$ cat config.mk
export PLATFORM = sky130hd
export DESIGN_NAME = spi_master_slave_controller
export DESIGN_NICKNAME = d
export VERILOG_FILES = /design/src/rtl/smsc_pkg.sv /design/src/rtl/smsc_cfg_regs.sv /design/src/rtl/smsc_engine.sv /design/src/rtl/spi_master_slave_controller.sv
export SDC_FILE = /design/constraint.sdc
export NUM_CORES = 1
export LEC_CHECK = 0
export BUFFER_PORTS_ARGS = -buffer_cell sky130_fd_sc_hd__buf_2
export CORE_AREA = 2 2 78 80
export DETAILED_ROUTE_END_ITERATION = 12
export DIE_AREA = 0 0 80 82
export PLACE_DENSITY = 0.83
export SLEW_MARGIN = 25
export SYNTH_ARGS = -nofsm -noshare
export SYNTH_HDL_FRONTEND = slang
export SYNTH_SLANG_ARGS = --single-unit
$ cat constraint.sdc
create_clock -name i_clk -period 4.65 [get_ports i_clk]
set_input_delay 0.93 -clock i_clk [delete_from_list [all_inputs] [get_ports i_clk]]
set_output_delay 0.93 -clock i_clk [all_outputs]
set_load 0.05 [all_outputs]
$ cat src/rtl/smsc_pkg.sv
`timescale 1ns / 1ps
// ----------------------------------------------------------------------------
// smsc_pkg: shared types and constants for the SPI master/slave controller
// Holds the step kinds, register indexes, configuration and result records.
// ----------------------------------------------------------------------------
package smsc_pkg;

    // Kind of one input word
    typedef enum logic [1:0] {
        KIND_TICK  = 2'd0,
        KIND_WRITE = 2'd1,
        KIND_READ  = 2'd2
    } t_kind;

    localparam int CFG_IDX_W  = 3;
    localparam int CFG_DATA_W = 3;

    localparam logic [CFG_IDX_W-1:0] REG_ENABLE     = 3'd0;
    localparam logic [CFG_IDX_W-1:0] REG_MASTER     = 3'd1;
    localparam logic [CFG_IDX_W-1:0] REG_LSB_FIRST  = 3'd2;
    localparam logic [CFG_IDX_W-1:0] REG_CPOL       = 3'd3;
    localparam logic [CFG_IDX_W-1:0] REG_CPHA       = 3'd4;
    localparam logic [CFG_IDX_W-1:0] REG_RATE_SEL   = 3'd5;
    localparam logic [CFG_IDX_W-1:0] REG_IRQ_ENABLE = 3'd6;

    localparam int                    RATE_W        = 3;
    localparam logic [RATE_W-1:0]     RATE_SEL_MAX  = 3'd6;
    localparam logic [RATE_W-1:0]     RATE_SEL_RST  = 3'd1;
    localparam int                    DIV_W         = 7;
    localparam int                    BYTE_W        = 8;

    typedef struct packed {
        logic              enable;
        logic              master_mode;
        logic              lsb_first;
        logic              clock_polarity;
        logic              clock_phase;
        logic [RATE_W-1:0] rate_select;
        logic              irq_enable;
    } t_cfg;

    typedef struct packed {
        logic              sck_out;
        logic              mosi_out;
        logic              miso_out;
        logic [BYTE_W-1:0] rx_byte;
        logic              done_flag;
        logic              busy_res;
        logic              irq;
    } t_result;

endpackage

$ cat src/rtl/smsc_cfg_regs.sv
`timescale 1ns / 1ps
// ----------------------------------------------------------------------------
// smsc_cfg_regs: configuration register file
// Seven control registers written through a plain index/data write port.
// ----------------------------------------------------------------------------
module smsc_cfg_regs (
    input  logic                             i_clk,
    input  logic                             i_rst_n,
    input  logic                             i_cfg_we,
    input  logic [smsc_pkg::CFG_IDX_W-1:0]   i_cfg_idx,
    input  logic [smsc_pkg::CFG_DATA_W-1:0]  i_cfg_wdata,
    output smsc_pkg::t_cfg                   o_cfg
);

    smsc_pkg::t_cfg r_cfg;

    always_ff @(posedge i_clk) begin
        if (!i_rst_n) begin
            r_cfg.enable         <= 1'b0;
            r_cfg.master_mode    <= 1'b0;
            r_cfg.lsb_first      <= 1'b0;
            r_cfg.clock_polarity <= 1'b0;
            r_cfg.clock_phase    <= 1'b0;
            r_cfg.rate_select    <= smsc_pkg::RATE_SEL_RST;
            r_cfg.irq_enable     <= 1'b0;
        end else if (i_cfg_we) begin
            case (i_cfg_idx)
                smsc_pkg::REG_ENABLE:     r_cfg.enable         <= i_cfg_wdata[0];
                smsc_pkg::REG_MASTER:     r_cfg.master_mode    <= i_cfg_wdata[0];
                smsc_pkg::REG_LSB_FIRST:  r_cfg.lsb_first      <= i_cfg_wdata[0];
                smsc_pkg::REG_CPOL:       r_cfg.clock_polarity <= i_cfg_wdata[0];
                smsc_pkg::REG_CPHA:       r_cfg.clock_phase    <= i_cfg_wdata[0];
                smsc_pkg::REG_RATE_SEL:   r_cfg.rate_select    <= i_cfg_wdata[smsc_pkg::RATE_W-1:0];
                smsc_pkg::REG_IRQ_ENABLE: r_cfg.irq_enable     <= i_cfg_wdata[0];
                default: ;
            endcase
        end
    end

    assign o_cfg = r_cfg;

endmodule

$ cat src/rtl/smsc_engine.sv
`timescale 1ns / 1ps
// ----------------------------------------------------------------------------
// smsc_engine: SPI shift engine state and next-state logic
// Holds shifter, bit counter, divider and flags; computes one step per word.
// ----------------------------------------------------------------------------
module smsc_engine #(
    parameter int DATA_BITS = 8
) (
    input  logic                            i_clk,
    input  logic                            i_rst_n,
    input  logic                            i_step,
    input  smsc_pkg::t_cfg                  i_cfg,
    input  smsc_pkg::t_kind                 i_kind,
    input  logic [smsc_pkg::BYTE_W-1:0]     i_tx_byte,
    input  logic                            i_miso_in,
    input  logic                            i_mosi_in,
    input  logic                            i_sck_in,
    input  logic                            i_ss_n_in,
    output smsc_pkg::t_result               o_res
);

    localparam int CNT_W = $clog2(DATA_BITS + 1);

    logic [DATA_BITS-1:0]           r_shift, n_shift;
    logic [CNT_W-1:0]               r_bit_cnt, n_bit_cnt;
    logic [smsc_pkg::DIV_W-1:0]     r_div_cnt, n_div_cnt;
    logic                           r_sck_level, n_sck_level;
    logic                           r_busy, n_busy;
    logic                           r_done, n_done;
    logic [smsc_pkg::BYTE_W-1:0]    r_rx_hold, n_rx_hold;
    logic                           r_prev_sck, n_prev_sck;
    logic                           r_sample, n_sample;

    logic                           w_edge;
    logic                           w_lead;
    logic                           w_edge_in;
    logic [smsc_pkg::RATE_W-1:0]    w_rate;
    logic [smsc_pkg::DIV_W-1:0]     w_half;
    logic [smsc_pkg::DIV_W-1:0]     w_div_inc;
    logic                           w_out_bit;

    function automatic logic [DATA_BITS-1:0] f_shift_in(
        input logic [DATA_BITS-1:0] s,
        input logic                 b,
        input logic                 lsb
    );
        return lsb ? {b, s[DATA_BITS-1:1]} : {s[DATA_BITS-2:0], b};
    endfunction

    assign w_rate    = (i_cfg.rate_select > smsc_pkg::RATE_SEL_MAX) ?
                       smsc_pkg::RATE_SEL_MAX : i_cfg.rate_select;
    assign w_half    = smsc_pkg::DIV_W'(1) << w_rate;
    assign w_div_inc = r_div_cnt + smsc_pkg::DIV_W'(1);

    always_comb begin
        n_shift     = r_shift;
        n_bit_cnt   = r_bit_cnt;
        n_div_cnt   = r_div_cnt;
        n_sck_level = r_sck_level;
        n_busy      = r_busy;
        n_done      = r_done;
        n_rx_hold   = r_rx_hold;
        n_prev_sck  = r_prev_sck;
        n_sample    = r_sample;
        w_edge      = 1'b0;
        w_lead      = 1'b0;
        w_edge_in   = 1'b0;

        case (i_kind)
            smsc_pkg::KIND_TICK: begin
                if (!i_cfg.enable) begin
                    n_busy      = 1'b0;
                    n_bit_cnt   = '0;
                    n_div_cnt   = '0;
                    n_sck_level = i_cfg.clock_polarity;
                end else if (i_cfg.master_mode) begin
                    if (r_busy) begin
                        if (w_div_inc >= w_half) begin
                            n_div_cnt   = '0;
                            n_sck_level = ~r_sck_level;
                            w_edge      = 1'b1;
                            w_lead      = (r_sck_level == i_cfg.clock_polarity);
                            w_edge_in   = i_miso_in;
                        end else begin
                            n_div_cnt = w_div_inc;
                        end
                    end else begin
                        n_sck_level = i_cfg.clock_polarity;
                        n_div_cnt   = '0;
                    end
                end else begin
                    if (i_ss_n_in) begin
                        n_bit_cnt = '0;
                        n_busy    = 1'b0;
                    end else if (i_sck_in != r_prev_sck) begin
                        n_busy    = 1'b1;
                        w_edge    = 1'b1;
                        w_lead    = (r_prev_sck == i_cfg.clock_polarity);
                        w_edge_in = i_mosi_in;
                    end
                end
                n_prev_sck = i_sck_in;
            end
            smsc_pkg::KIND_WRITE: begin
                if (i_cfg.enable && !r_busy) begin
                    n_shift   = DATA_BITS'(i_tx_byte);
                    n_sample  = 1'b0;
                    n_bit_cnt = '0;
                    if (i_cfg.master_mode) begin
                        n_busy      = 1'b1;
                        n_div_cnt   = '0;
                        n_sck_level = i_cfg.clock_polarity;
                    end
                end
            end
            smsc_pkg::KIND_READ: begin
                n_done = 1'b0;
            end
            default: ;
        endcase

        // Sampling edge latches the line; the opposite edge shifts it in
        if (w_edge) begin
            if (w_lead) begin
                if (!i_cfg.clock_phase) begin
                    n_sample = w_edge_in;
                end else if (n_bit_cnt != '0) begin
                    n_shift = f_shift_in(n_shift, n_sample, i_cfg.lsb_first);
                end
            end else begin
                if (!i_cfg.clock_phase) begin
                    n_shift = f_shift_in(n_shift, n_sample, i_cfg.lsb_first);
                end else begin
                    n_sample = w_edge_in;
                end
                n_bit_cnt = n_bit_cnt + CNT_W'(1);
                if (n_bit_cnt >= CNT_W'(DATA_BITS)) begin
                    if (i_cfg.clock_phase) begin
                        n_shift = f_shift_in(n_shift, n_sample, i_cfg.lsb_first);
                    end
                    n_busy    = 1'b0;
                    n_bit_cnt = '0;
                    n_div_cnt = '0;
                    n_done    = 1'b1;
                    n_rx_hold = n_shift[smsc_pkg::BYTE_W-1:0];
                end
            end
        end
    end

    assign w_out_bit = i_cfg.lsb_first ? n_shift[0] : n_shift[DATA_BITS-1];

    always_comb begin
        o_res.sck_out   = i_cfg.master_mode &
                          (n_busy ? n_sck_level : i_cfg.clock_polarity);
        o_res.mosi_out  = i_cfg.master_mode & w_out_bit;
        o_res.miso_out  = ~i_cfg.master_mode & ~i_ss_n_in & w_out_bit;
        o_res.rx_byte   = n_rx_hold;
        o_res.done_flag = n_done;
        o_res.busy_res  = n_busy;
        o_res.irq       = n_done & i_cfg.irq_enable;
    end

    always_ff @(posedge i_clk) begin
        if (!i_rst_n) begin
            r_shift     <= '0;
            r_bit_cnt   <= '0;
            r_div_cnt   <= '0;
            r_sck_level <= 1'b0;
            r_busy      <= 1'b0;
            r_done      <= 1'b0;
            r_rx_hold   <= '0;
            r_prev_sck  <= 1'b0;
            r_sample    <= 1'b0;
        end else if (i_step) begin
            r_shift     <= n_shift;
            r_bit_cnt   <= n_bit_cnt;
            r_div_cnt   <= n_div_cnt;
            r_sck_level <= n_sck_level;
            r_busy      <= n_busy;
            r_done      <= n_done;
            r_rx_hold   <= n_rx_hold;
            r_prev_sck  <= n_prev_sck;
            r_sample    <= n_sample;
        end
    end

endmodule

$ cat src/rtl/spi_master_slave_controller.sv
`timescale 1ns / 1ps
// ----------------------------------------------------------------------------
// spi_master_slave_controller: 8-bit SPI master/slave peripheral
// Steps one tick, data write or data read per word and reports the status.
// ----------------------------------------------------------------------------
// Each accepted word (a system tick, a data write that starts a transfer, or
// a data read that clears the completion flag) produces exactly one result
// word, registered and presented on the cycle after acceptance. One word is
// taken every cycle: the engine updates its state in a single pass and the
// result register frees up as soon as its word is taken, so o_ready only
// drops while a result waits with i_ready low. Configuration writes are
// registered through the plain write port.
// ----------------------------------------------------------------------------
module spi_master_slave_controller #(
    parameter int DATA_BITS = 8
) (
    input  logic                              i_clk,
    input  logic                              i_rst_n,
    // configuration
    input  logic                              i_cfg_we,
    input  logic [smsc_pkg::CFG_IDX_W-1:0]    i_cfg_idx,
    input  logic [smsc_pkg::CFG_DATA_W-1:0]   i_cfg_wdata,
    // input words
    input  logic                              i_valid,
    output logic                              o_ready,
    input  logic [1:0]                        i_kind,
    input  logic [smsc_pkg::BYTE_W-1:0]       i_tx_byte,
    input  logic                              i_miso_in,
    input  logic                              i_mosi_in,
    input  logic                              i_sck_in,
    input  logic                              i_ss_n_in,
    // result words
    output logic                              o_valid,
    input  logic                              i_ready,
    output logic                              o_sck_out,
    output logic                              o_mosi_out,
    output logic                              o_miso_out,
    output logic [smsc_pkg::BYTE_W-1:0]       o_rx_byte,
    output logic                              o_done_flag,
    output logic                              o_busy_res,
    output logic                              o_irq
);

    smsc_pkg::t_cfg    w_cfg;
    smsc_pkg::t_result w_res;
    smsc_pkg::t_result r_out;
    logic              r_out_valid;
    logic              w_accept;
    smsc_pkg::t_kind   w_kind;

    assign w_kind   = smsc_pkg::t_kind'(i_kind);
    assign o_ready  = ~r_out_valid | i_ready;
    assign w_accept = i_valid & o_ready;

    smsc_cfg_regs u_cfg_regs (
        .i_clk       (i_clk),
        .i_rst_n     (i_rst_n),
        .i_cfg_we    (i_cfg_we),
        .i_cfg_idx   (i_cfg_idx),
        .i_cfg_wdata (i_cfg_wdata),
        .o_cfg       (w_cfg)
    );

    smsc_engine #(
        .DATA_BITS (DATA_BITS)
    ) u_engine (
        .i_clk     (i_clk),
        .i_rst_n   (i_rst_n),
        .i_step    (w_accept),
        .i_cfg     (w_cfg),
        .i_kind    (w_kind),
        .i_tx_byte (i_tx_byte),
        .i_miso_in (i_miso_in),
        .i_mosi_in (i_mosi_in),
        .i_sck_in  (i_sck_in),
        .i_ss_n_in (i_ss_n_in),
        .o_res     (w_res)
    );

    // Result register: load on accept, drop when taken
    always_ff @(posedge i_clk) begin
        if (!i_rst_n) begin
            r_out_valid <= 1'b0;
        end else if (w_accept) begin
            r_out_valid <= 1'b1;
        end else if (i_ready) begin
            r_out_valid <= 1'b0;
        end
    end

    always_ff @(posedge i_clk) begin
        if (w_accept) begin
            r_out <= w_res;
        end
    end

    assign o_valid     = r_out_valid;
    assign o_sck_out   = r_out.sck_out;
    assign o_mosi_out  = r_out.mosi_out;
    assign o_miso_out  = r_out.miso_out;
    assign o_rx_byte   = r_out.rx_byte;
    assign o_done_flag = r_out.done_flag;
    assign o_busy_res  = r_out.busy_res;
    assign o_irq       = r_out.irq;

    a_read_clears_done: assert property (@(posedge i_clk) disable iff (!i_rst_n)
        (w_accept && w_kind == smsc_pkg::KIND_READ) |=> !o_done_flag)
        else $error("read did not clear completion flag");

    a_master_write_busy: assert property (@(posedge i_clk) disable iff (!i_rst_n)
        (w_accept && w_kind == smsc_pkg::KIND_WRITE && w_cfg.enable && w_cfg.master_mode)
        |=> o_busy_res)
        else $error("master write did not leave transfer busy");

    a_irq_needs_done: assert property (@(posedge i_clk) disable iff (!i_rst_n)
        o_valid |-> (!o_irq || (o_done_flag && w_cfg.irq_enable) ||
                     $past(i_cfg_we)))
        else $error("interrupt raised without completion flag");

    a_stall_holds: assert property (@(posedge i_clk) disable iff (!i_rst_n)
        (o_valid && !i_ready) |=> (o_valid && $stable(r_out)))
        else $error("stalled result changed");

endmodule
### Yosys cells after proc, flatten, opt, wreduce, memory -nomap -nowiden

Cells that the tools add are included.
W data, S select, Z words.

| word-level totals | value |
|---|---|
| register bits | 56 |
| input bits | 25 |
| output and inout bits | 16 |
| logic and storage cells | 151 |

| operators by class | value |
|---|---|
| add/sub/neg operators | 2 |
| order comparisons | 3 |
| equal/unequal tests | 11 |
| shift-type cells | 1 |
| muxes and demuxes | 85 |
| bitwise logic cells | 11 |
| reduce and logical (&&, ||, !) cells | 14 |

Operators with widths:

| kind | number |
|---|---|
| $mux W8 | 14 |
| $mux W7 | 9 |
| $mux W1 | 50 |
| $mux W4 | 7 |
| $reduce_and A2 Y1 | 8 |
| $pmux W7 S2 | 1 |
| $eq A3 B3 Y1 const B | 3 |
| $pmux W4 S2 | 1 |
| $add A7 B1 Y7 const B | 1 |
| $ge A7 B7 Y1 | 1 |
| $shl A1 B3 Y7 const A | 1 |
| $and A1 B1 Y1 | 6 |
| $eq A3 B2 Y1 const B | 2 |
| $add A4 B1 Y4 const B | 1 |
| $ge A4 B4 Y1 const B | 1 |
| $not A1 Y1 | 4 |
| $pmux W1 S2 | 2 |
| $reduce_bool A4 Y1 | 1 |
| $eq A3 B1 Y1 const B | 1 |
| $gt A3 B3 Y1 const B | 1 |
| $logic_not A3 Y1 | 1 |
| $mux W3 | 1 |
| $eq A1 B1 Y1 | 2 |
| $eq A2 B1 Y1 const B | 1 |
| 7 further kinds | 7 |

### Depth between registers and ports, before layout

| depth | value |
|---|---|
| depth in word-level cells | 17 |
| mapped depth | 12 |
| gate-level depth less buffers | 11 |

### Cells and area by module

A second synthesis with hierarchy kept.

| unflattened totals | value |
|---|---|
| cell total of the unflattened synthesis | 389 |
| area total of the unflattened synthesis | 3,507.1 µm² |

By module, submodules not included:

| module | instances | cells each | area each (µm²) | sequential area each (µm²) |
|---|---|---|---|---|
| smsc_engine | 1 | 330 | 2,615.0 | 640.6 |
| spi_master_slave_controller | 1 | 19 | 478.0 | 440.4 |
| smsc_cfg_regs | 1 | 40 | 414.1 | 180.2 |

### Worst setup path before layout

Ideal clock, no wire load.

| timing path | value |
|---|---|
| path kind | input to register |
| start | input i_kind[0] |
| end | register r_out, in the netlist o_mosi_out, data pin |
| setup time | 0.146 ns |
| arrival | 2.673 ns |
| required time | 4.504 ns |
| setup slack | 1.831 ns |
| stages on the path | 11 |
| path buffers | 1 |
| path through | buf_6 -> nor2b_4 -> a221oi_4 -> nor2b_1 -> inv_1 -> ha_1 -> o22ai_1 -> mux2_2 -> o21ai_1 -> o2111ai_1 -> a21oi_1 |

RTL lines:

| element | line | source |
|---|---|---|
| from (decl) | spi_master_slave_controller.sv:26 | `input logic [1:0] i_kind,` |
| to (signal assigned) | spi_master_slave_controller.sv:93 | `r_out <= w_res;` |
| to (decl) | spi_master_slave_controller.sv:46 | `smsc_pkg::t_result r_out;` |

==> metrics <==
Logic pwr share=between 10% and 20%; critical path arrival=approximately 3.4 ns; Slew Viols, Final=0; vias per cell=slightly above 6; startpoint type of the worst setup path=flop; Pwr Density=between 200 and 250 nW/µm²; CTS root buf=clkbuf_8; Layout Nets=about 450; leakage power total=~1.5 nW; R2R Path Start=u_engine.r_div_cnt[0]$_SDFFE_PN0P_; IO buf count=40; post-synthesis sequential area ratio=between 30% and 40%; Core Area=5750 µm²; CTS tree=done; Antenna diodes=0; Cells after Synth=388; hold path depth=2; crit share post-route=72.2%; max capacitance violation total=0; FF-to-FF path depth=11; all-layer global routing usage=approximately 25%; reg2reg end=o_mosi_out$_DFFE_PP_; top cells by area in the synthesized netlist=dfxtp_1, edfxtp_1, mux2i_1; antenna violations before repair=0; largest net degree at the start of global routing=28; Worst VDD drop=between 0.1 and 0.15 mV; post-route setup TNS=0 ns; R2R setup slack=1.29 ns; RSZ-0062 raised after global routing=no; Initial Util=60.3%; WP data required=roughly 4.7 ns; Core Rows=28; delay-heaviest family, CP=compound AO/OA/AOI/OAI gates; Post-synth EDFFs=14; vias in the first global route=about 2,800; min-delay src=u_engine.r_shift[0]$_SDFFE_PN0P_; most numerous cell in the Yosys netlist=dfxtp_1; Syn. warnings=0; Ports=between 40 and 50; CTS resizes=0; Least-Margin Pin Slew=around 0.84 ns; Finish-stage setup viols=0; internal power=around 0.67 mW; first-pass GRT wire length=12,800 µm; f_max=between 200 and 300 MHz; Worst path most repeated cell=a21oi_1; area grow syn2layout=8.63%; Psw=approximately 0.27 mW; CTS buffer count=5; Hold WC Path Type=reg -> reg; critical path peak fanout=9; Pwr Total=about 0.93 mW; Worst Path Buf+Inv=0; Worst path max stage delay=~0.63 ns; Synth top cells by count=dfxtp_1, nand2_1, nor2_1; setup repair bufs after CTS=0; Worst path slowest cell=a21oi_1; Worst Setup End Kind=flop; Netlist cell types=66; die width=roughly 80 µm; DR vias=a little over 3,000; FFs w/ async S/R, synth=0%; CTS Buffer Depth=2; Cell Area, Synth=between 3000 and 4000 µm²; DIE AREA=between 6000 and 7000 µm²; clock share of power=28.5%; crit-path cells=ha_1, nand3_1, xnor2_1, ha_1, a21oi_1, o21ai_0, a21oi_1, o21ai_1, mux2_2, o2111ai_1, a21oi_1; Rel. slew slack=a little over two fifths; total iterations of the first detailed-routing run=6; Total Wirelength=7860 µm; Antenna Violating Nets Remaining=0; status=completed; Hold Crit Endpoint=u_engine.r_shift[0]$_SDFFE_PN0P_; H-tree levels=2; wire per inst=15.9 µm; Die H=82 µm; Hold Fails Final Rpt=0; clk_skew=0.0127 ns; clock sink total=56; post-cts hold buffer count=0; Main synth FF type=dfxtp_1; fraction of layout cells with a size suffix above 1=17.7%; sw frac=28.5%; Worst-Skew Late Latency=0.32 ns; GRT overflow=0; Syn Nets=around 420; 1st-iter DRT viols=350; mean post-synth cell area=roughly 8.9 µm²; Seq pwr share=between 50% and 60%; Yosys top cell by area=dfxtp_1; drt drc=0; DP HPWL=around 5700 µm; RePlAce Congestion=0.986; flops & latches, synth=between 50 and 60; min Tclk post-route=3.36 ns; Yosys top cell area share=24.3%; Setup CP Type=reg -> reg; Clk pin slew, worst setup/hold paths=roughly 0.10 ns
## worst max path at each step
stage / startpoint / endpoint / slack [ns] / cells after the start
6_report: u_engine.r_div_cnt[0]$_SDFFE_PN0P_ / o_mosi_out$_DFFE_PP_ / 1.29 / 11
3_3_place_gp: i_kind[0] / o_mosi_out$_DFFE_PP_ / 1.46 / 9
3_5_place_dp: u_engine.r_div_cnt[0]$_SDFFE_PN0P_ / o_mosi_out$_DFFE_PP_ / 1.39 / 11
5_1_grt: u_engine.r_div_cnt[0]$_SDFFE_PN0P_ / o_mosi_out$_DFFE_PP_ / 0.99 / 11
4_1_cts: u_engine.r_div_cnt[0]$_SDFFE_PN0P_ / o_mosi_out$_DFFE_PP_ / 1.33 / 11
2_1_floorplan: i_kind[0] / o_mosi_out$_DFFE_PP_ / 1.83 / 11
## cells by family after synthesis
group,synth area share [%]
AO/OA/AOI/OAI,19.7
XOR/XNOR,2.78
adder cells (fa/ha/maj),3.61
buffers and inverters,4.30
flip-flops,36.4
multiplexers,11.5
AND/OR/NAND/NOR,21.6
## cell usage in the layout (no fill, tap or decap), types with 7 or more instances in the layout
master    count
dfxtp_1      42
buf_2        40
nand2_1      35
nor2_1       33
a21oi_1      26
mux2i_1      26
o21ai_0      19
nand3_1      18
edfxtp_1     14
inv_1        11
nor3_1       11
mux2_2       11
ha_1         10
xnor2_1       7
## worst register-to-register path, delay by kind of cell, from the launching register on
kind	cells	cell delay, ns
xor+xnor	1	0.17
fa+ha+maj	2	0.58
mux	1	0.31
simple gates	1	0.15
flops	1	0.43
compound gates	6	1.46
## flip-flops by register name, indices dropped and copies added (netlist names)
signal / count
o_rx_byte: 8
u_engine.r_sample: 1
o_irq: 1
u_cfg_regs.o_cfg: 9
u_engine.r_bit_cnt: 4
u_engine.r_busy: 1
u_engine.r_div_cnt: 7
o_valid: 1
u_engine.r_done: 1
u_engine.r_rx_hold: 8
o_busy_res: 1
o_mosi_out: 1
u_engine.r_shift: 8
u_engine.r_prev_sck: 1
u_engine.r_sck_level: 1
o_sck_out: 1
o_done_flag: 1
o_miso_out: 1
## per-stage QoR
| stage | setup slack, ns | instance area (µm²) | utilization [%] | instances | hold WS (ns) |
|---|---|---|---|---|---|
| after floorplan | 1.83 | 3460 | - | 388 | 0.432 |
| after global placement | 1.46 | 3680 | 64.0 | 486 | 0.440 |
| after detailed placement | 1.39 | 3680 | 64.0 | 486 | 0.451 |
| after CTS | 1.33 | 3760 | 65.5 | 494 | 0.465 |
| after global routing | 0.990 | 3760 | 65.5 | 494 | 0.488 |
| final | 1.29 | 3760 | 65.5 | 494 | 0.469 |
## power by group through the flow
stage                     combinational, mW  sequential [mW]  clock [mW]
final                                 0.139            0.527       0.265
after global routing                  0.149            0.529       0.286
after CTS                             0.138            0.527       0.271
after detailed placement              0.138            0.538           0
after global placement                0.135            0.537           0
after floorplan                      0.0729            0.562           0
## layout make-up
cell class	count	area [µm²]
Fill cell	500	1980
Clock buffer	5	68.8
Tap cell	75	93.8
Sequential cell	56	1260
Multi-Input combinational cell	300	2050
Inverter	12	45.0
Timing Repair Buffer	43	223
Clock inverter	3	17.5
## per-layer routing
metal  up-vias  GRT usage, %  share of wire [%]
met4         0          6.27                1.4
met1      1419          33.4                 46
met3        20          3.63                6.1
met5         -             0                  0
met2       128          42.0                 47
li1       1489             -                  -
Note: power is estimated with default switching activity, not from simulation.
